**src/rtl/rational_arithmetic_unit_core_assert.svh**
```systemverilog
// Assertion macros shared by the rational arithmetic unit RTL.
// Requires a clock and an active-low reset named clk_i and rst_ni in scope.
`ifndef RATIONAL_ARITHMETIC_UNIT_CORE_ASSERT_SVH
`define RATIONAL_ARITHMETIC_UNIT_CORE_ASSERT_SVH

// Implication checked on every clock edge outside reset.
`define RAU_ASSERT(lbl, prop, msg) \
  lbl: assert property (@(posedge clk_i) disable iff (!rst_ni) (prop)) else $error(msg);

// Condition that must never be true outside reset.
`define RAU_ASSERT_NEVER(lbl, cond, msg) \
  lbl: assert property (@(posedge clk_i) disable iff (!rst_ni) !(cond)) else $error(msg);

`endif

```
**src/rtl/rau_pkg.sv**
```systemverilog
// Package for the rational arithmetic unit: operation codes, status codes,
// and the record passed from the front end to the back end. No dependencies.
`default_nettype none
package rau_pkg;

  localparam int unsigned OperandBits = 32;
  localparam int unsigned PortBits    = 32;
  localparam int unsigned DenBits     = 31;

  typedef enum logic [2:0] {
    OP_ADD = 3'd0,
    OP_SUB = 3'd1,
    OP_MUL = 3'd2,
    OP_DIV = 3'd3,
    OP_NEG = 3'd4
  } op_e;

  typedef enum logic [1:0] {
    ST_OK       = 2'd0,
    ST_ZERO_DEN = 2'd1,
    ST_OVERFLOW = 2'd2
  } status_e;

  // Classified item: either an early result or operands to be processed.
  typedef struct packed {
    logic            early;
    logic [1:0]      early_status;
    logic [2:0]      op;
    logic            an_neg;
    logic [32:0]     an_mag;
    logic            ad_neg;
    logic [32:0]     ad_mag;
    logic            bn_neg;
    logic [32:0]     bn_mag;
    logic            bd_neg;
    logic [32:0]     bd_mag;
  } item_t;

endpackage
`default_nettype wire

```
**src/rtl/rau_front.sv**
```systemverilog
// Front end of the rational arithmetic unit: converts operands to sign and
// magnitude and flags zero denominators and bad op codes. Depends on rau_pkg.
`default_nettype none
module rau_front #(
  parameter int unsigned OperandBits = rau_pkg::OperandBits
) (
  input  wire logic [2:0]  op_i,
  input  wire logic [31:0] a_num_i,
  input  wire logic [31:0] a_den_i,
  input  wire logic [31:0] b_num_i,
  input  wire logic [31:0] b_den_i,
  output rau_pkg::item_t   item_o
);

  function automatic logic [33:0] to_smag(input logic [31:0] v);
    logic [OperandBits-1:0] m;
    logic                   n;
    logic [32:0]            mag;
    begin
      m   = v[OperandBits-1:0];
      n   = m[OperandBits-1];
      mag = 33'(m);
      if (n) begin
        mag = (33'd1 << OperandBits) - mag;
      end
      to_smag = {n, mag};
    end
  endfunction

  logic [33:0] an, ad, bn, bd;
  logic        bad;

  always_comb begin
    an = to_smag(a_num_i);
    ad = to_smag(a_den_i);
    bn = to_smag(b_num_i);
    bd = to_smag(b_den_i);
    bad = (op_i > 3'(rau_pkg::OP_NEG)) || (ad[32:0] == '0)
        || ((op_i != 3'(rau_pkg::OP_NEG)) && (bd[32:0] == '0))
        || ((op_i == 3'(rau_pkg::OP_DIV)) && (bn[32:0] == '0));
    item_o.early        = bad;
    item_o.early_status = 2'(rau_pkg::ST_ZERO_DEN);
    item_o.op           = op_i;
    item_o.an_neg       = an[33];
    item_o.an_mag       = an[32:0];
    item_o.ad_neg       = ad[33];
    item_o.ad_mag       = ad[32:0];
    item_o.bn_neg       = bn[33];
    item_o.bn_mag       = bn[32:0];
    item_o.bd_neg       = bd[33];
    item_o.bd_mag       = bd[32:0];
  end

endmodule
`default_nettype wire

```
**config.mk**
```make
export PLATFORM = sky130hd
export DESIGN_NAME = rau_front
export DESIGN_NICKNAME = d
export VERILOG_FILES = /design/src/rtl/rational_arithmetic_unit_core_assert.svh /design/src/rtl/rau_pkg.sv /design/src/rtl/rau_front.sv
export SDC_FILE = /design/constraint.sdc
export NUM_CORES = 1
export LEC_CHECK = 0
export ABC_AREA = 1
export CORE_AREA = 2 2 105 107
export DETAILED_ROUTE_END_ITERATION = 10
export DIE_AREA = 0 0 107 109
export DONT_BUFFER_PORTS = 1
export SYNTH_ARGS = -nofsm -noshare
export SYNTH_HDL_FRONTEND = slang
export SYNTH_SLANG_ARGS = --single-unit
```
**constraint.sdc**
```tcl
create_clock -name vclk -period 3.36
set_input_delay 0.672 -clock vclk [all_inputs]
set_output_delay 0.672 -clock vclk [all_outputs]
set_load 0.01 [all_outputs]
```
Word-level counts from Yosys, hierarchy flattened:

Index checks and enable logic that the tools add are counted.

* register bits after elaboration: 0
* bits in latches: 0
* bits in writable memories: 0
* memory bits (read-only): 0
* input port bits: 131
* output and inout bits: 142
* word-level logic and storage cells: 19
* memories kept: 0

* $add $sub $neg: 4
* multiply operators: 0
* divide/modulo/power cells: 0
* order comparisons: 1
* eq/ne operators: 2
* shifts and indexed selects: 0
* mux-type cells: 4
* bitwise gates (word level): 0
* reductions and logical operators: 8

Operator list (count)
* $mux 33: 4
* $sub 33x32->33 const A: 4
* $logic_not 33->1: 3
* $eq 3x2->1 const B: 1
* $gt 3x3->1 const B: 1
* $logic_or 1x1->1: 3
* $ne 3x3->1 const B: 1
* $logic_and 1x1->1: 2

Longest topological paths before layout:

Gate-level depths: netlist (run 1).

* depth in word-level cells: 6
* gate-level depth with buffers: 16
* depth with buffers taken out: 15

Worst setup path after synthesis (run 1):

No wires, ideal clock.

* path kind: input to output
* start point: in b_den_i[1]
* end point: out item_o[141] in the netlist's numbering
* data arrival time: 2.061 ns
* required time: 2.688 ns
* setup slack: 0.627 ns
* cell stages on the path: 15
* path buffers: 1
* path through: inv_1 -> ha_1 -> nand2_1 -> nand2_2 -> o21ai_1 -> nor2_2 -> nand2_1 -> nand2_1 -> nand2_1 -> nor2_1 -> nand2_1 -> nor2_1 -> nand4_1 -> nand4_1 -> buf_4

RTL lines
* start: declaration: RTL line rau_front.sv:11 `input wire logic [31:0] b_den_i,`
* end: declaration: RTL line rau_front.sv:12 `output rau_pkg::item_t item_o`

==> results of run 1 <==
[area by class of cell]
cell class | count | area [sq um] | area share, %
Multi-Input combinational cell | 806 | 3780 | 85.4
Timing Repair Buffer | 2 | 15.0 | 0.339
Tap cell | 140 | 175 | 3.95
Inverter | 122 | 459 | 10.4
[power by group through the flow]
| stage | registers [mW] | clock network (mW) | logic [mW] |
|---|---|---|---|
| 6_report | 0 | 0 | 0.499 |
| 5_1_grt | 0 | 0 | 0.563 |
| 4_1_cts | 0 | 0 | 0.499 |
| 3_5_place_dp | 0 | 0 | 0.497 |
| 3_3_place_gp | 0 | 0 | 0.496 |
| 2_1_floorplan | 0 | 0 | 0.457 |
[worst max-delay path by stage]
stage	cells past startpoint	end	startpoint	slack (ns)
finish	14	item_o[141]	b_den_i[1]	0.32
CTS	14	item_o[141]	b_den_i[1]	0.31
global placement	14	item_o[141]	b_den_i[1]	0.31
global route	14	item_o[141]	b_den_i[1]	0.04
floorplan	15	item_o[141]	b_den_i[1]	0.63
detailed placement	13	item_o[141]	b_den_i[0]	0.31
[worst max-delay path, delay by kind of cell]
family	cells	cell delay, ns
AOI/OAI and AO/OA	1	0.13
adders and majority gates	1	0.18
buffers and inverters	1	0.07
and+or+nand+nor	11	1.32
[layer usage]
| metal | global-route usage [%] | wire length [um] |
|---|---|---|
| met1 | 29.8 | 5990 |
| met2 | 40.4 | 6910 |
| met3 | 5.20 | 1550 |
| met4 | 4.73 | 337 |
| met5 | 0 | 0 |
[layout by cell type, fill, tap and decap left out]
cell / n
nor4_1: 1
nor2_2: 15
o211ai_1: 1
clkinv_2: 1
o41ai_1: 1
nand4_1: 24
o21a_1: 1
a21o_1: 1
a21oi_1: 3
nand4_2: 1
nand2_2: 13
inv_1: 116
and2_1: 2
o21ai_2: 5
nor3_2: 2
o21bai_1: 1
nand2_1: 340
nand3_2: 5
o21ai_0: 27
nor2_4: 4
conb_1: 6
nand3b_1: 14
nor3_1: 15
nand3_1: 91
xor2_1: 23
xnor2_1: 20
inv_2: 5
ha_1: 4
nor2_1: 171
or2_2: 1
o21ai_1: 14
buf_4: 2
[through the flow]
step	cell area, sq um	worst slack, ns	cells	hold slack, ns
2_1_floorplan	4460	0.627	962	1.42
3_3_place_gp	4430	0.310	1070	1.34
3_5_place_dp	4430	0.313	1070	1.34
4_1_cts	4430	0.311	1070	1.34
5_1_grt	4430	0.0354	1070	1.34
6_report	4430	0.319	1070	1.34
[cells by family (layout without fill, tap and decap cells)]
logic type | after synthesis | count (layout)
xor+xnor | 43 | 43
other cells | 2 | 6
fa+ha+maj | 4 | 4
buf+inv | 156 | 124
simple gates | 699 | 699
compound gates | 54 | 54
==> flow_metrics.env, run 1 <==
export IMPL_status="finished, final reports clean"
export IMPL_final_fill_count=1265
export IMPL_internal_power_uw=152
export IMPL_combPwrFrac_pct=100.0
export IMPL_worstSetupStartpointType="primary input"
export IMPL_ant_nets=0
export IMPL_synth_top_cells_by_area="nand2_1, nor2_1, nand3_1"
export IMPL_core_sq_mm=0.0106
export IMPL_die_x_um=107
export IMPL_swShare_pct=69.5
export IMPL_cts_hold_buf=0
export IMPL_peakVddDrop_uv=46.2
export IMPL_die_area_sq_mm=0.0117
export IMPL_first_pass_iters=5
export IMPL_antenna_found_initial=0
export IMPL_dp_hpwl_mm=12.9
export IMPL_critPathKind="in -> out"
export IMPL_num_nets_final=1067
export IMPL_maxCapViolations=0
export IMPL_viasPerCell=5.28
export IMPL_synth_top_cell_by_area="nand2_1"
export IMPL_seq_power_share_pct=0
export IMPL_chipHeight_um=109
export IMPL_ios=273
export IMPL_slowest_delay_ns=0.20
export IMPL_grt_max_degree=42
export IMPL_drt_iter0_drc=380
export IMPL_seq_area_frac_synth_pct=0
export IMPL_grt_pass1_vias=4897
export IMPL_yosys_area_top_type_share_pct=28.7
export IMPL_antenna_cells=0
export IMPL_areaGrowthSynthToFinish_pct=-0.338
export IMPL_max_freq_mhz=329
export IMPL_syn_avg_cell_area_sq_um=4.64
export IMPL_drive_gt1_share_pct=5.81
export IMPL_critPathArrivalTime_ns=2.37
export IMPL_synth_common_cells="nand2_1, nor2_1, inv_1"
export IMPL_min_period_ns=3.04
export IMPL_clock_buffers=0
export IMPL_netlist_instances=958
export IMPL_synth_most_common_cell="nand2_1"
export IMPL_slowest_stage="nor2_2"
export IMPL_yosys_area_share_simple_pct=68.2
export IMPL_rsz0062_at_grt="false"
export IMPL_crit_chain="inv_1, ha_1, nand2_1, nand2_2, o21ai_1, nor2_2, nand2_1, nand2_1, nand2_1, nor2_1, nand2_1, nor2_1, nand4_1, nand4_1"
export IMPL_crit_top_cell="nand2_1"
export IMPL_grt_pass1_wl_mm=22.8
export IMPL_min_delay_start="b_num_i[0]"
export IMPL_gp_congestion=0.948
export IMPL_nFlopsAndLatches=0
export IMPL_yosysUniqueCellTypes=35
export IMPL_p_per_area_mw_per_mm2=112
export IMPL_drv_slew=0
export IMPL_required_ns=2.69
export IMPL_num_vias=5649
export IMPL_io_buffer_count=0
export IMPL_syn_cell_area_sq_mm=0.00445
export IMPL_min_path_type="in -> out"
export IMPL_setup_viol=0
export IMPL_regArea_sq_um=0
export IMPL_whs_endpoint="item_o[34]"
export IMPL_wl_mm=14.8
export IMPL_final_util_pct=41.8
export IMPL_ctsResizeCount=0
export IMPL_p_leak_nw=2.27
export IMPL_drc=0
export IMPL_synth_compound_area_share_pct=6.81
export IMPL_synth_mux_area_share_pct=0
export IMPL_holdPathStages=0
export IMPL_synthAdderAreaFrac_pct=1.13
export IMPL_post_cts_setup_buffers=0
export IMPL_yosysWarnings=0
export IMPL_grt_use_total_pct=23.3
export IMPL_clkPwrFrac_pct=0
export IMPL_synth_top_family_by_area="simple AND/OR/NAND/NOR gates"
export IMPL_initial_core_util_pct=42.0
export IMPL_synthXorXnorAreaFrac_pct=8.47
export IMPL_period_share_pct=90.5
export IMPL_fin_total_pwr_uw=499
export IMPL_p_sw_uw=347
export IMPL_fp_row_count=38
export IMPL_post_drt_wl_per_cell_um=13.8
export IMPL_worstSetupEndpointType="output pin"
export IMPL_crit_path_max_fanout=8
export IMPL_tns_ns=0
export IMPL_final_hold_violation_count=0
export IMPL_gr_total_overflow=0
Note: power is estimated with default switching activity, not from simulation.
==> inputs of run 2 (changes only) <==
Settings changed: BUFFER_PORTS_ARGS from default to -buffer_cell sky130_fd_sc_hd__buf_2, CORE_AREA 2 2 105 107 to 2 2 107 109, DIE_AREA 0 0 107 109 to 0 0 109 111, DONT_BUFFER_PORTS 1 to default, PLACE_DENSITY from default to 0.76.
==> run 2 against run 1 <==
Compared with the run above:
- utilization increased by 11 points
- global-route usage increased by 1.8 points
- die area increased by 3.7%
- critical path type unchanged
- first-iteration DRC count increased by 13%
- total power increased by 56%
- combinational power increased by 56%
- cell count increased by 26%
- sequential cell count unchanged
- via count increased by 18%
==> flow_metrics.env, run 2 (same netlist as run 1, synthesis figures left out) <==
export IMPL_peakVddDrop_uv=72.7
export IMPL_num_vias=6675
export IMPL_crit_top_cell="nand2_1"
export IMPL_dpl_worst_slack_ns=0.151
export IMPL_num_nets_final=1339
export IMPL_p_leak_nw=3.36
export IMPL_clock_buffers=0
export IMPL_drv_slew=0
export IMPL_min_period_ns=3.21
export IMPL_worstSetupEndpointType="output pin"
export IMPL_ios=273
export IMPL_final_hold_violation_count=0
export IMPL_slowest_delay_ns=0.30
export IMPL_first_pass_iters=6
export IMPL_cts_hold_buf=0
export IMPL_grt_use_total_pct=25.2
export IMPL_setup_viol=0
export IMPL_post_drt_wl_per_cell_um=12.1
export IMPL_period_share_pct=95.5
export IMPL_critPathArrivalTime_ns=2.54
export IMPL_wl_mm=16.2
export IMPL_maxCapViolations=0
export IMPL_nFlopsAndLatches=0
export IMPL_status="finished, final reports clean"
export IMPL_crit_chain="buf_2, inv_1, ha_1, nand2_1, o21ai_0, nand2_1, nand2_1, nand4_1, nor2_1, nand2_1, nor2_2, nand4_1, nand4_1, buf_2"
export IMPL_die_x_um=109
export IMPL_grt_max_degree=24
export IMPL_required_ns=2.69
export IMPL_initial_core_util_pct=40.2
export IMPL_gr_total_overflow=0
export IMPL_fin_cells=1345
export IMPL_antenna_found_initial=0
export IMPL_critPathKind="in -> out"
export IMPL_areaGrowthSynthToFinish_pct=31.0
export IMPL_die_area_sq_mm=0.0121
export IMPL_min_path_type="in -> out"
export IMPL_drc=0
export IMPL_io_buffer_count=267
export IMPL_drive_gt1_share_pct=27.5
export IMPL_drt_iter0_drc=430
export IMPL_final_fill_count=1221
export IMPL_gp_congestion=0.945
export IMPL_holdPathStages=2
export IMPL_viasPerCell=4.96
export IMPL_crit_path_max_fanout=3
export IMPL_dp_hpwl_mm=14.2
export IMPL_p_per_area_mw_per_mm2=134
export IMPL_finalWorstSetupSlack_ns=0.153
export IMPL_mostFrequentLayoutCells="nand2_1, buf_2, nor2_1, inv_1, nand3_1"
export IMPL_grt_pass1_vias=5711
export IMPL_antenna_cells=0
export IMPL_core_sq_mm=0.0111
export IMPL_chipHeight_um=111
export IMPL_hold_slack_ns=1.55
export IMPL_tns_ns=0
export IMPL_fp_row_count=39
export IMPL_layout_cells_most_common="nand2_1"
export IMPL_grt_pass1_wl_mm=25.7
export IMPL_worstSetupStartpointType="primary input"
export IMPL_dp_cells=1343
export IMPL_fin_total_pwr_uw=779
export IMPL_ant_nets=0
export IMPL_max_freq_mhz=312
export IMPL_slowest_stage="o21ai_0"
export IMPL_regArea_sq_um=0
## run 2: worst max-delay path: cells and delay by family
family / cells / cell delay (ns)
and+or+nand+nor: 9 / 1.07
buffers and inverters: 3 / 0.32
AOI/OAI and AO/OA: 1 / 0.30
adders and majority gates: 1 / 0.19
## run 2: through the flow
stage                     instance area, sq um  util [%]
after global routing                      5830      52.6
final                                     5830      52.6
after floorplan                           4460         -
after detailed placement                  5800      52.3
after CTS                                 5800      52.3
after global placement                    5800      52.3
## run 2: final timing paths
path / slack (ns) / start / end
min: 1.55 / b_num_i[0] / item_o[34]
max: 0.15 / b_den_i[1] / item_o[141]
## run 2: report_power, final
| group | switching (mW) | internal, mW | total (mW) |
|---|---|---|---|
| Sequential | 0 | 0 | 0 |
| Combinational | 0.485 | 0.294 | 0.779 |
| Clock | 0 | 0 | 0 |
## run 2: what timing repair did
action,in CTS,in global routing
buffers inserted,0,2
hold endpoints to repair,0,0
gates resized for setup,0,5
endpoints found under the setup margin,0,2
## run 2: area by class of cell
type / count / area, sq um / share of cell area (%)
well taps: 143 / 179 / 3.07
repair buffers: 274 / 1390 / 23.8
inverters: 122 / 459 / 7.88
multi-input cells: 806 / 3800 / 65.2
## run 2: layer usage
layer,share of wire [%],up-vias,GRT usage [%]
met4,1.6,0,4.44
met2,49,296,47.0
li1,-,3467,-
met3,7.7,21,1.65
met5,0,-,0
met1,42,2891,31.2
