<file path="src/rtl/rational_arithmetic_unit_core_assert.svh">
// Assertion macros shared by the rational arithmetic unit RTL.
// Requires a clock and an active-low reset named clk_i and rst_ni in scope.
`ifndef RATIONAL_ARITHMETIC_UNIT_CORE_ASSERT_SVH
`define RATIONAL_ARITHMETIC_UNIT_CORE_ASSERT_SVH

// Implication checked on every clock edge outside reset.
`define RAU_ASSERT(lbl, prop, msg) \
  lbl: assert property (@(posedge clk_i) disable iff (!rst_ni) (prop)) else $error(msg);

// Condition that must never be true outside reset.
`define RAU_ASSERT_NEVER(lbl, cond, msg) \
  lbl: assert property (@(posedge clk_i) disable iff (!rst_ni) !(cond)) else $error(msg);

`endif

</file>
<file path="src/rtl/rau_pkg.sv">
// Package for the rational arithmetic unit: operation codes, status codes,
// and the record passed from the front end to the back end. No dependencies.
`default_nettype none
package rau_pkg;

  localparam int unsigned OperandBits = 32;
  localparam int unsigned PortBits    = 32;
  localparam int unsigned DenBits     = 31;

  typedef enum logic [2:0] {
    OP_ADD = 3'd0,
    OP_SUB = 3'd1,
    OP_MUL = 3'd2,
    OP_DIV = 3'd3,
    OP_NEG = 3'd4
  } op_e;

  typedef enum logic [1:0] {
    ST_OK       = 2'd0,
    ST_ZERO_DEN = 2'd1,
    ST_OVERFLOW = 2'd2
  } status_e;

  // Classified item: either an early result or operands to be processed.
  typedef struct packed {
    logic            early;
    logic [1:0]      early_status;
    logic [2:0]      op;
    logic            an_neg;
    logic [32:0]     an_mag;
    logic            ad_neg;
    logic [32:0]     ad_mag;
    logic            bn_neg;
    logic [32:0]     bn_mag;
    logic            bd_neg;
    logic [32:0]     bd_mag;
  } item_t;

endpackage
`default_nettype wire

</file>
<file path="src/rtl/rau_queue.sv">
// Two-entry queue between the front and back ends of the rational unit.
// Depends on rau_pkg for the item record.
`default_nettype none
`include "rational_arithmetic_unit_core_assert.svh"
module rau_queue (
  input  wire logic            clk_i,
  input  wire logic            rst_ni,
  input  wire logic            push_i,
  input  wire rau_pkg::item_t  data_i,
  output logic                 full_o,
  input  wire logic            pop_i,
  output rau_pkg::item_t       data_o,
  output logic                 empty_o
);

  rau_pkg::item_t mem_q [2];
  logic           wp_q, rp_q;
  logic [1:0]     cnt_q;
  logic           do_push, do_pop;

  assign full_o  = cnt_q == 2'd2;
  assign empty_o = cnt_q == 2'd0;
  assign do_push = push_i && !full_o;
  assign do_pop  = pop_i && !empty_o;
  assign data_o  = mem_q[rp_q];

  always_ff @(posedge clk_i) begin
    if (do_push) begin
      mem_q[wp_q] <= data_i;
    end
  end

  always_ff @(posedge clk_i or negedge rst_ni) begin
    if (!rst_ni) begin
      wp_q  <= 1'b0;
      rp_q  <= 1'b0;
      cnt_q <= 2'd0;
    end else begin
      if (do_push) wp_q <= ~wp_q;
      if (do_pop)  rp_q <= ~rp_q;
      cnt_q <= cnt_q + 2'(do_push) - 2'(do_pop);
    end
  end

  `RAU_ASSERT_NEVER(a_cnt_range, cnt_q == 2'd3, "queue count out of range")
  `RAU_ASSERT(a_ptr_match, (cnt_q != 2'd1) || (wp_q != rp_q), "pointers disagree with count")
  `RAU_ASSERT(a_push_grows, (do_push && !do_pop) |=> (cnt_q == $past(cnt_q) + 2'd1), "push lost")

endmodule
`default_nettype wire

</file>
<file path="config.mk">
export PLATFORM = sky130hd
export DESIGN_NAME = rau_queue
export DESIGN_NICKNAME = d
export VERILOG_FILES = /design/src/rtl/rau_pkg.sv /design/src/rtl/rau_queue.sv
export VERILOG_INCLUDE_DIRS = /design/src /design/src/rtl
export SDC_FILE = /design/constraint.sdc
export NUM_CORES = 1
export LEC_CHECK = 0
export BUFFER_PORTS_ARGS = -buffer_cell sky130_fd_sc_hd__buf_2
export CAP_MARGIN = 20
export CORE_ASPECT_RATIO = 0.6
export CORE_UTILIZATION = 45
export CTS_CLUSTER_SIZE = 16
export DETAILED_ROUTE_END_ITERATION = 10
export GPL_ROUTABILITY_DRIVEN = 0
export PLACE_DENSITY = 0.82
export SLEW_MARGIN = 20
export SYNTH_ARGS = -nofsm -noshare
export SYNTH_HDL_FRONTEND = slang
export SYNTH_SLANG_ARGS = --single-unit
</file>
<file path="constraint.sdc">
create_clock -name clk_i -period 16.7 [get_ports clk_i]
set_input_delay 2.505 -clock clk_i [delete_from_list [all_inputs] [get_ports clk_i]]
set_output_delay 2.505 -clock clk_i [all_outputs]
set_load 0.02 [all_outputs]
</file>
# After elaboration in Yosys (flattened, before gate mapping)
# Memory sizes are Yosys's and may differ from the RTL's.
# Cells that the tools add are included.
dict set report classes {
  n_addsub 2
  n_mul 0
  div_mod_pow 0
  n_lt_le_gt_ge 0
  n_eq_ne 1
  n_shift 0
  muxes 2
  bitwise_logic 2
  n_reduce_logical 5
}
# operator n
set op_table {}
lappend op_table {{2-bit by 1-bit adder with 2-bit output} 1}
lappend op_table {{2-bit equality test, second input constant} 1}
lappend op_table {{1-bit logical AND} 2}
lappend op_table {{1-bit logical NOT} 2}
lappend op_table {{2-bit logical NOT} 1}
lappend op_table {{1-bit two-way mux} 2}
lappend op_table {{1-bit NOT} 2}
lappend op_table {{2-bit by 1-bit subtractor with 2-bit output} 1}
dict set report word_totals {
  reg_bits 4
  latch_bits 0
  ram_bits 284
  romBits 0
  mem_count 1
}
# memory words word_bits read_ports rd_ports_with_merged_regs write_ports line
set memory_table {}
lappend memory_table {mem_q 2 142 1 0 1 rau_queue.sv:16} ;# rau_pkg::item_t mem_q [2];

# Logic depth before layout (Yosys ltp)
# Gate-level depths: netlist (run 1).
dict set report logic_depth {
  depth_word 5
  mapped_depth 7
  ltp_nobuf 7
}

# Worst setup path after synthesis (run 1)
# OpenSTA, ideal clock, no wires.
dict set report synth_timing {
  path_type {input port to flip-flop}
  start {in push_i}
  end {mem mem_q[0][0] in the netlist's numbering (enable)}
  setup_ns 0.645
  t_arrival_ns 8.496
  required_ns 16.055
  slack_ns 7.559
  path_stages 2
  n_path_buf 0
  cell_sequence {nand2_1 -> nor2_1}
}
dict set report synth_between {
  elab_chain_len 3
}
# item line
set synth_lines {}
lappend synth_lines {{from (decl)} rau_queue.sv:8} ;# input wire logic push_i,
lappend synth_lines {{1-bit logical AND} rau_queue.sv:23} ;# assign do_push = push_i && !full_o;
lappend synth_lines {{1-bit two-way mux} rau_queue.sv:28} ;# if (do_push) begin
lappend synth_lines {{1-bit two-way mux (implied by the code)} rau_queue.sv:29} ;# mem_q[wp_q] <= data_i;
lappend synth_lines {{to (decl)} rau_queue.sv:16}
# Every way passes these cells.

==> results of run 1 <==
[worst max-delay path, delay by kind of cell (launching register included)]
family                 cells  cell delay [ns]
buffers and inverters      3             1.84
muxes                      1             0.42
DFF                        1             0.67
[routing by layer]
layer	share of wire (%)	up-vias	track usage [%]
met4	1.6	0	3.456
met1	44	2668	21.75
li1	-	2438	-
met5	0	-	0
met2	46	203	24.94
met3	8.0	28	5.484
[cell usage after synthesis, types with 2 or more instances]
cell type	number
buf_2	7
buf_6	9
dfrtp_1	4
edfxtp_1	284
ha_1	2
inv_1	2
mux2_2	72
mux2_4	70
nor2_1	2
xnor2_1	3
[registers in the layout, summed over array words and instances (netlist names)]
| register | flops |
|---|---|
| rp_q | 1 |
| mem_q | 284 |
| cnt_q | 2 |
| wp_q | 1 |
[worst max-delay path by stage]
stage | startpoint | to | slack [ns] | cells after the start
global placement | rp_q | data_o[0] | 11.16 | 4
CTS | rp_q | data_o[35] | 10.55 | 4
detailed placement | rp_q | data_o[35] | 11.14 | 4
finish | rp_q | data_o[35] | 10.56 | 4
global route | rp_q | data_o[35] | 10.38 | 4
floorplan | push_i | mem_q[0][0] | 7.56 | 2
[power groups by stage]
stage          Combinational (W)  Clock [W]  Sequential, W
2_1_floorplan           0.000624          0        0.00106
6_report                0.000838   0.000582        0.00104
3_5_place_dp            0.000842          0        0.00106
3_3_place_gp            0.000835          0        0.00105
4_1_cts                 0.000847   0.000598        0.00104
5_1_grt                 0.000886   0.000626        0.00106
[cell type report]
| cell class | count | area share [%] |
|---|---|---|
| Clock buffer | 35 | 5.518 |
| Clock inverter | 12 | 0.8071 |
| Inverter | 2 | 0.05631 |
| Multi-Input combinational cell | 154 | 14.73 |
| Sequential cell | 288 | 64.74 |
| Tap cell | 315 | 2.956 |
| Timing Repair Buffer | 295 | 11.19 |
[logic make-up after synthesis]
logic type | synth area share [%]
flops | 80.46
mux | 17.36
buf+inv | 1.342
simple gates | 0.2801
xor+xnor | 0.3267
fa+ha+maj | 0.2333
[metrics by stage]
| stage | cell area (um2) | utilization [%] | hold WS, ns | cells | total power (W) |
|---|---|---|---|---|---|
| finish | 13330 | 57.36 | 0.5377 | 1101 | 0.002462 |
| global route | 13330 | 57.36 | 0.5602 | 1101 | 0.002568 |
| detailed placement | 12490 | 53.74 | 0.5118 | 1054 | 0.001900 |
| CTS | 13330 | 57.36 | 0.5228 | 1101 | 0.002489 |
| floorplan | 10720 | - | 0.4608 | 460 | 0.001685 |
| global placement | 12490 | 53.74 | 0.5044 | 1054 | 0.001882 |
==> qor.txt, run 1 <==
Status - complete, no violations
Die width - 201.3 um
Synth unique cells - 15
Core ar. - 23240 um2
Worst path cell trace - buf_4, buf_4, mux2_2, buf_2
Clk_skew - 0.02203 ns
First-pass detailed-route iteration total - 4
Setup Buffers After CTS - 0
Final Max Tran Viols - 0
Worst Setup Start Kind - register
DIE HEIGHT - 121.6 um
Final hold viol count - 0
Drt drc - 0
Die footprint - 24470 um2
Post-Synthesis Cell Area - 10720 um2
Post-DRT Antenna Nets - 0
CTS sink cnt - 288
Switching share of power - 32.02%
Sequential Area - 8632 um2
Syn_nets - 608
Largest cells by area after synthesis - edfxtp_1 (80%), mux2_4 (9.8%), mux2_2 (7.6%)
Fin worst setup slack - 10.56 ns
Wirelength, routed - 20070 um
Hold Crit Class - reg2reg
Reg power frac - 42.3%
Sw power - 0.0007884 W
Worst path max stage delay - 0.92 ns
Via Count - 5337
CP dominant cell by count - buf_4
CP Capture Type - primary output
Clock Pin Slew Worst Setup and Hold Paths - 0.06 ns
Slew at the pin closest to its max-slew limit - 1.069 ns
DR WL/cell - 18.23 um
Rel. slew slack - 28.70%
Setup tns final - 0 ns
Commonest non-fill, non-tap cell in the layout - buf_2
Syn-to-layout area delta - 24.33%
Post-synth top area share - 79.52%
Post-synth EDFFs - 284
Initial cell density of the core - 46.14%
Part of the cycle the worst path needs - 36.78%
R2r endpoint - mem_q[0][110]
#FFs+latches synth - 288
Worst Reg-to-Reg Cells - 4
# port buffers - 289
Post-CTS sizing - 0
Combinational power share - 34.0%
Reg2reg start - cnt_q[1]
NumNets Final - 915
Sequential area share after synthesis - 80.46%
Via density - 4.847
CTS Hold Bufs - 0
Clock tree buffer depth - 3
Peak VDD IR - 0.1490 mV
Global route overflow - 0
I/O Pins - 290
Int Power - 0.001674 W
Biggest area consumer among synthesized cells - edfxtp_1
Most frequent cells in the layout - buf_2 (289), edfxtp_1 (284), mux2_2 (72)
# Max-Cap Violations - 0
Crit path time final - 6.142 ns
Max Fclk - 162.8 MHz
Num CTS Buffers - 26
Fillers - 1740
Hold depth - 1
FP Rows - 43
Syn Area/Cell - 23.31 um2
Crit path DAT - 3.64 ns
Hold Crit Start - cnt_q[1]
Wire length of the first global-routing pass - 29730 um
Vias in the first global route - 5391
Initial antenna violation count - 1
Synth Flop Type - edfxtp_1
WS Path Type - reg2out
DP HPWL - 13420 um
Final Setup Violations - 0
CP Max Fanout - 59
Slowest cell on the critical path - buf_4
Pre-CTS setup slack - 11.14 ns
Clk pwr share - 23.6%
N_diodes - 0
Synth warnings - 0
Power Dens Cells - 184.7 nW/um2
H-tree Lvls - 1
Hold Path Sink - cnt_q[1]
Gate Count Post-Synth - 460
Static Leakage - 5.181 nW
Pin count of the biggest net entering global routing - 73
Area occupied by multi-input gates - 1964 um2
Worst-Skew Late Latency - 0.53 ns
Initial DRC Count - 264
Clk root buf - clkbuf_16
Async S/R FF share, synth - 1.389%
Required time at the worst-slack endpoint - 14.20 ns
TritonCTS clock tree - built
Fraction of layout instances using a drive strength above 1 - 60.69%
All-Layer GR Usage - 15.94%
Unrepaired setup endpoints after global routing - no
Reg2Reg Setup Slack - 14.60 ns
(Power assumes the default switching activity.)
==> run 2, diff against run 1 <==
==> constraint.sdc (replaced) <==
create_clock -name clk_i -period 5.9 [get_ports clk_i]
set_input_delay 0.885 -clock clk_i [delete_from_list [all_inputs] [get_ports clk_i]]
set_output_delay 0.885 -clock clk_i [all_outputs]
set_load 0.02 [all_outputs]
==> qor.txt, run 2 (synthesis gave the netlist of run 1 again) <==
Initial DRC Count - 284
Wire length of the first global-routing pass - 30100 um
DP HPWL - 13530 um
Die width - 201.3 um
All-Layer GR Usage - 16.30%
Core ar. - 23240 um2
Slew at the pin closest to its max-slew limit - 1.061 ns
Fin worst setup slack - 2.516 ns
Post-DRT Antenna Nets - 0
Required time at the worst-slack endpoint - 5.02 ns
DIE HEIGHT - 121.6 um
Initial antenna violation count - 2
Initial cell density of the core - 46.14%
Design Power - 0.006870 W
DR WL/cell - 18.67 um
Via Count - 5334
Most frequent cells in the layout - buf_2 (289), edfxtp_1 (284), mux2_2 (72)
Setup Buffers After CTS - 0
Clock tree buffer depth - 3
Layout Cells excl Fill - 1101
Max Fclk - 295.5 MHz
Setup tns final - 0 ns
Crit path time final - 3.384 ns
Vias in the first global route - 5397
Commonest non-fill, non-tap cell in the layout - buf_2
First-pass detailed-route iteration total - 4
CP Max Fanout - 43
Part of the cycle the worst path needs - 57.36%
Via density - 4.845
Num CTS Buffers - 25
Inst Count DP - 1055
NumNets Final - 915
Crit path DAT - 2.50 ns
CP Capture Type - primary output
# port buffers - 289
Static Leakage - 5.146 nW
Max reg flops - 284
I/O Pins - 290
Largest Register - mem_q
WS Path Type - reg2out
Syn-to-layout area delta - 23.85%
Clk_skew - 0.01321 ns
FP Rows - 43
H-tree Lvls - 1
Clock Pin Slew Worst Setup and Hold Paths - 0.06 ns
Final Max Tran Viols - 0
CTS sink cnt - 288
Worst Setup Start Kind - register
Worst-Skew Late Latency - 0.52 ns
Largest regs - mem_q x284, cnt_q x2
Pre-CTS setup slack - 2.995 ns
Hold Crit Class - in2async
Rel. slew slack - 29.24%
Post-CTS sizing - 0
TritonCTS clock tree - built
Final hold viol count - 0
Fraction of layout instances using a drive strength above 1 - 60.59%
# Max-Cap Violations - 0
CTS Hold Bufs - 0
Power Dens Cells - 517.2 nW/um2
Unrepaired setup endpoints after global routing - no
Die footprint - 24470 um2
Clk root buf - clkbuf_16
Global route overflow - 0
Pin count of the biggest net entering global routing - 82
Wirelength, routed - 20560 um
Final Setup Violations - 0
Peak VDD IR - 0.3048 mV
Drt drc - 0
Layout Utilization - 57.14%
Status - complete, no violations
-- run 2: cell count changes in the layout (fill, tap and decap cells not counted) --
cell,change
clkbuf_8,-3
clkbuf_1,-2
clkbuf_16,-2
clkinv_1,+2
clkinvlp_4,+2
diode_2,+2
buf_12,+1
-- run 2: cell type report --
| class | instances | area (um2) |
|---|---|---|
| well taps | 315 | 394.1 |
| diodes | 2 | 5.005 |
| inverters | 2 | 7.507 |
| multi-input cells | 154 | 1964 |
| flip-flops and latches | 288 | 8632 |
| fillers | 1778 | 9961 |
| repair buffers | 296 | 1511 |
| clock inverters | 16 | 130.1 |
| clock buffers | 28 | 636.9 |
-- run 2: stage by stage --
step | cell area (um2) | hold WS (ns)
2_1_floorplan | 10730 | 0.4681
3_3_place_gp | 12510 | 0.4916
3_5_place_dp | 12510 | 0.5114
4_1_cts | 13280 | 0.1456
5_1_grt | 13280 | 0.1471
6_report | 13280 | 0.1708
-- run 2: final timing paths --
path / start / end / slack [ns] / depth (start not counted)
max reg2reg: cnt_q[1] / mem_q[1][79] / 3.46 / 3
max: rp_q / data_o[141] / 2.52 / 3
min: rst_ni / cnt_q[0] / 0.17 / 1
max in group asynchronous: rst_ni / rp_q / 5.58 / 1
min reg2reg: cnt_q[1] / cnt_q[1] / 0.52 / 1
min in group clk_i: cnt_q[1] / cnt_q[1] / 0.52 / 1
-- run 2: where the power goes --
| part | leakage [nW] | switching [W] | internal (W) |
|---|---|---|---|
| clock | 0.371 | 0.000688 | 0.000862 |
| sequential | 2.68 | 0.000144 | 0.00280 |
| combinational | 2.09 | 0.00140 | 0.000975 |
| total | 5.15 | 0.00223 | 0.00464 |
-- run 2: critical path, stage by stage, from the launching register on --
cell and delay [ns]:
dfrtp_4 0.67, buf_4 0.69, mux2_2 0.41, buf_2 0.16
-- run 2: layer usage --
metal	GRT usage (%)	vias to the layer above	wire, um
met4	3.456	2	299
li1	-	2447	-
met1	21.43	2639	8726
met2	26.06	217	9559
met5	0	-	13
met3	6.126	29	1955
==> run 3, diff against run 2 <==
==> constraint.sdc (replaced) <==
create_clock -name clk_i -period 3.3 [get_ports clk_i]
set_input_delay 0.495 -clock clk_i [delete_from_list [all_inputs] [get_ports clk_i]]
set_output_delay 0.495 -clock clk_i [all_outputs]
set_load 0.02 [all_outputs]
==> qor.txt, run 3 (synthesis gave the netlist of run 1 again) <==
Final hold viol count - 0
Core ar. - 23240 um2
Required time at the worst-slack endpoint - 2.80 ns
TritonCTS clock tree - built
Drt drc - 0
Final Max Tran Viols - 0
H-tree Lvls - 1
Hold Crit Class - in2reg
Post-DRT Antenna Nets - 0
Clock Pin Slew Worst Setup and Hold Paths - 0.07 ns
Static Leakage - 5.225 nW
NumNets Final - 924
Syn-to-layout area delta - 25.18%
DP HPWL - 13980 um
DR WL/cell - 18.86 um
Sequential Area - 8632 um2
Worst Setup Start Kind - register
Setup tns final - 0 ns
Worst-Skew Late Latency - 0.53 ns
Unrepaired setup endpoints after global routing - no
Final Setup Violations - 0
Power Dens Cells - 925.3 nW/um2
Part of the cycle the worst path needs - 80.42%
Via Count - 5427
Clk root buf - clkbuf_16
Largest regs - mem_q x284, cnt_q x2
Die width - 201.3 um
CTS sink cnt - 288
DIE HEIGHT - 121.6 um
Post-CTS sizing - 0
CP Max Fanout - 43
Status - complete, no violations
First-pass detailed-route iteration total - 4
Commonest non-fill, non-tap cell in the layout - buf_2
I/O Pins - 290
Max reg flops - 284
Global route overflow - 0
Slew at the pin closest to its max-slew limit - 0.6961 ns
Rel. slew slack - 53.60%
Crit path DAT - 2.16 ns
Via density - 4.889
Peak VDD IR - 0.6623 mV
Initial cell density of the core - 46.14%
# port buffers - 289
# Max-Cap Violations - 0
Area occupied by multi-input gates - 1964 um2
WS Path Type - reg2out
Wirelength, routed - 20940 um
Num CTS Buffers - 26
All-Layer GR Usage - 16.51%
FP Rows - 43
Max Fclk - 376.8 MHz
Pre-CTS setup slack - 1.190 ns
Initial DRC Count - 297
Clock tree buffer depth - 3
Clk_skew - 0.02302 ns
Die footprint - 24470 um2
Crit path time final - 2.654 ns
Vias in the first global route - 5447
Fraction of layout instances using a drive strength above 1 - 61.34%
CP Capture Type - primary output
Largest Register - mem_q
Fin worst setup slack - 0.6460 ns
Most frequent cells in the layout - buf_2 (289), edfxtp_1 (284), mux2_2 (72)
Initial antenna violation count - 0
Fillers - 1764
Pin count of the biggest net entering global routing - 83
Wire length of the first global-routing pass - 30370 um
-- run 3: power by group --
| part | switching, W | total, W | internal (W) |
|---|---|---|---|
| Combinational | 0.00253 | 0.00437 | 0.00184 |
| Sequential | 0.000270 | 0.00527 | 0.00500 |
| Clock | 0.00126 | 0.00279 | 0.00153 |
| Total | 0.00406 | 0.0124 | 0.00837 |
-- run 3: layout make-up --
type                    instances  share of cell area (%)
flip-flops and latches        288                   64.30
multi-input cells             154                   14.63
repair buffers                304                   12.19
clock buffers                  29                   4.931
well taps                     315                   2.936
clock inverters                17                  0.9321
inverters                       2                 0.05592
diodes                          1                 0.01864
-- run 3: worst paths after layout --
path	end	from	slack, ns	depth (start not counted)
worst max-delay path	data_o[141]	rp_q	0.65	3
worst min-delay path	mem_q[1][116]	data_i[116]	0.15	1
worst max register to register	mem_q[1][90]	cnt_q[1]	1.33	3
worst min register to register	cnt_q[1]	cnt_q[1]	0.54	1
max in group asynchronous	rp_q	rst_ni	2.87	2
min in group asynchronous	cnt_q[0]	rst_ni	0.29	2
-- run 3: critical path: stages (launching register included) --
cell     delay (ns)
dfrtp_4        0.70
buf_12         0.33
mux2_2         0.38
buf_2          0.16
-- run 3: stage by stage --
step,std cells,area [um2],total power (W),hold WS (ns),util [%]
after floorplan,460,10730,0.008417,0.1994,-
after global placement,1062,12620,0.009667,0.3092,54.32
after detailed placement,1062,12620,0.009739,0.3119,54.32
after CTS,1109,13420,0.01256,0.1173,57.75
after global routing,1109,13420,0.01295,0.1137,57.75
final,1110,13420,0.01242,0.1452,57.76
-- run 3: what timing repair did --
item / CTS / global route
endpoints found under the hold margin: 4 / 0
hold buffers: 1 / 0
buffers inserted: 0 / 0
-- run 3: routing by layer --
| layer | GRT usage [%] | vias to the layer above | part of all wire, % |
|---|---|---|---|
| li1 | - | 2459 | - |
| met1 | 21.42 | 2708 | 43 |
| met2 | 26.97 | 229 | 47 |
| met3 | 5.671 | 31 | 8.2 |
| met4 | 3.930 | 0 | 1.7 |
| met5 | 0 | - | 0 |
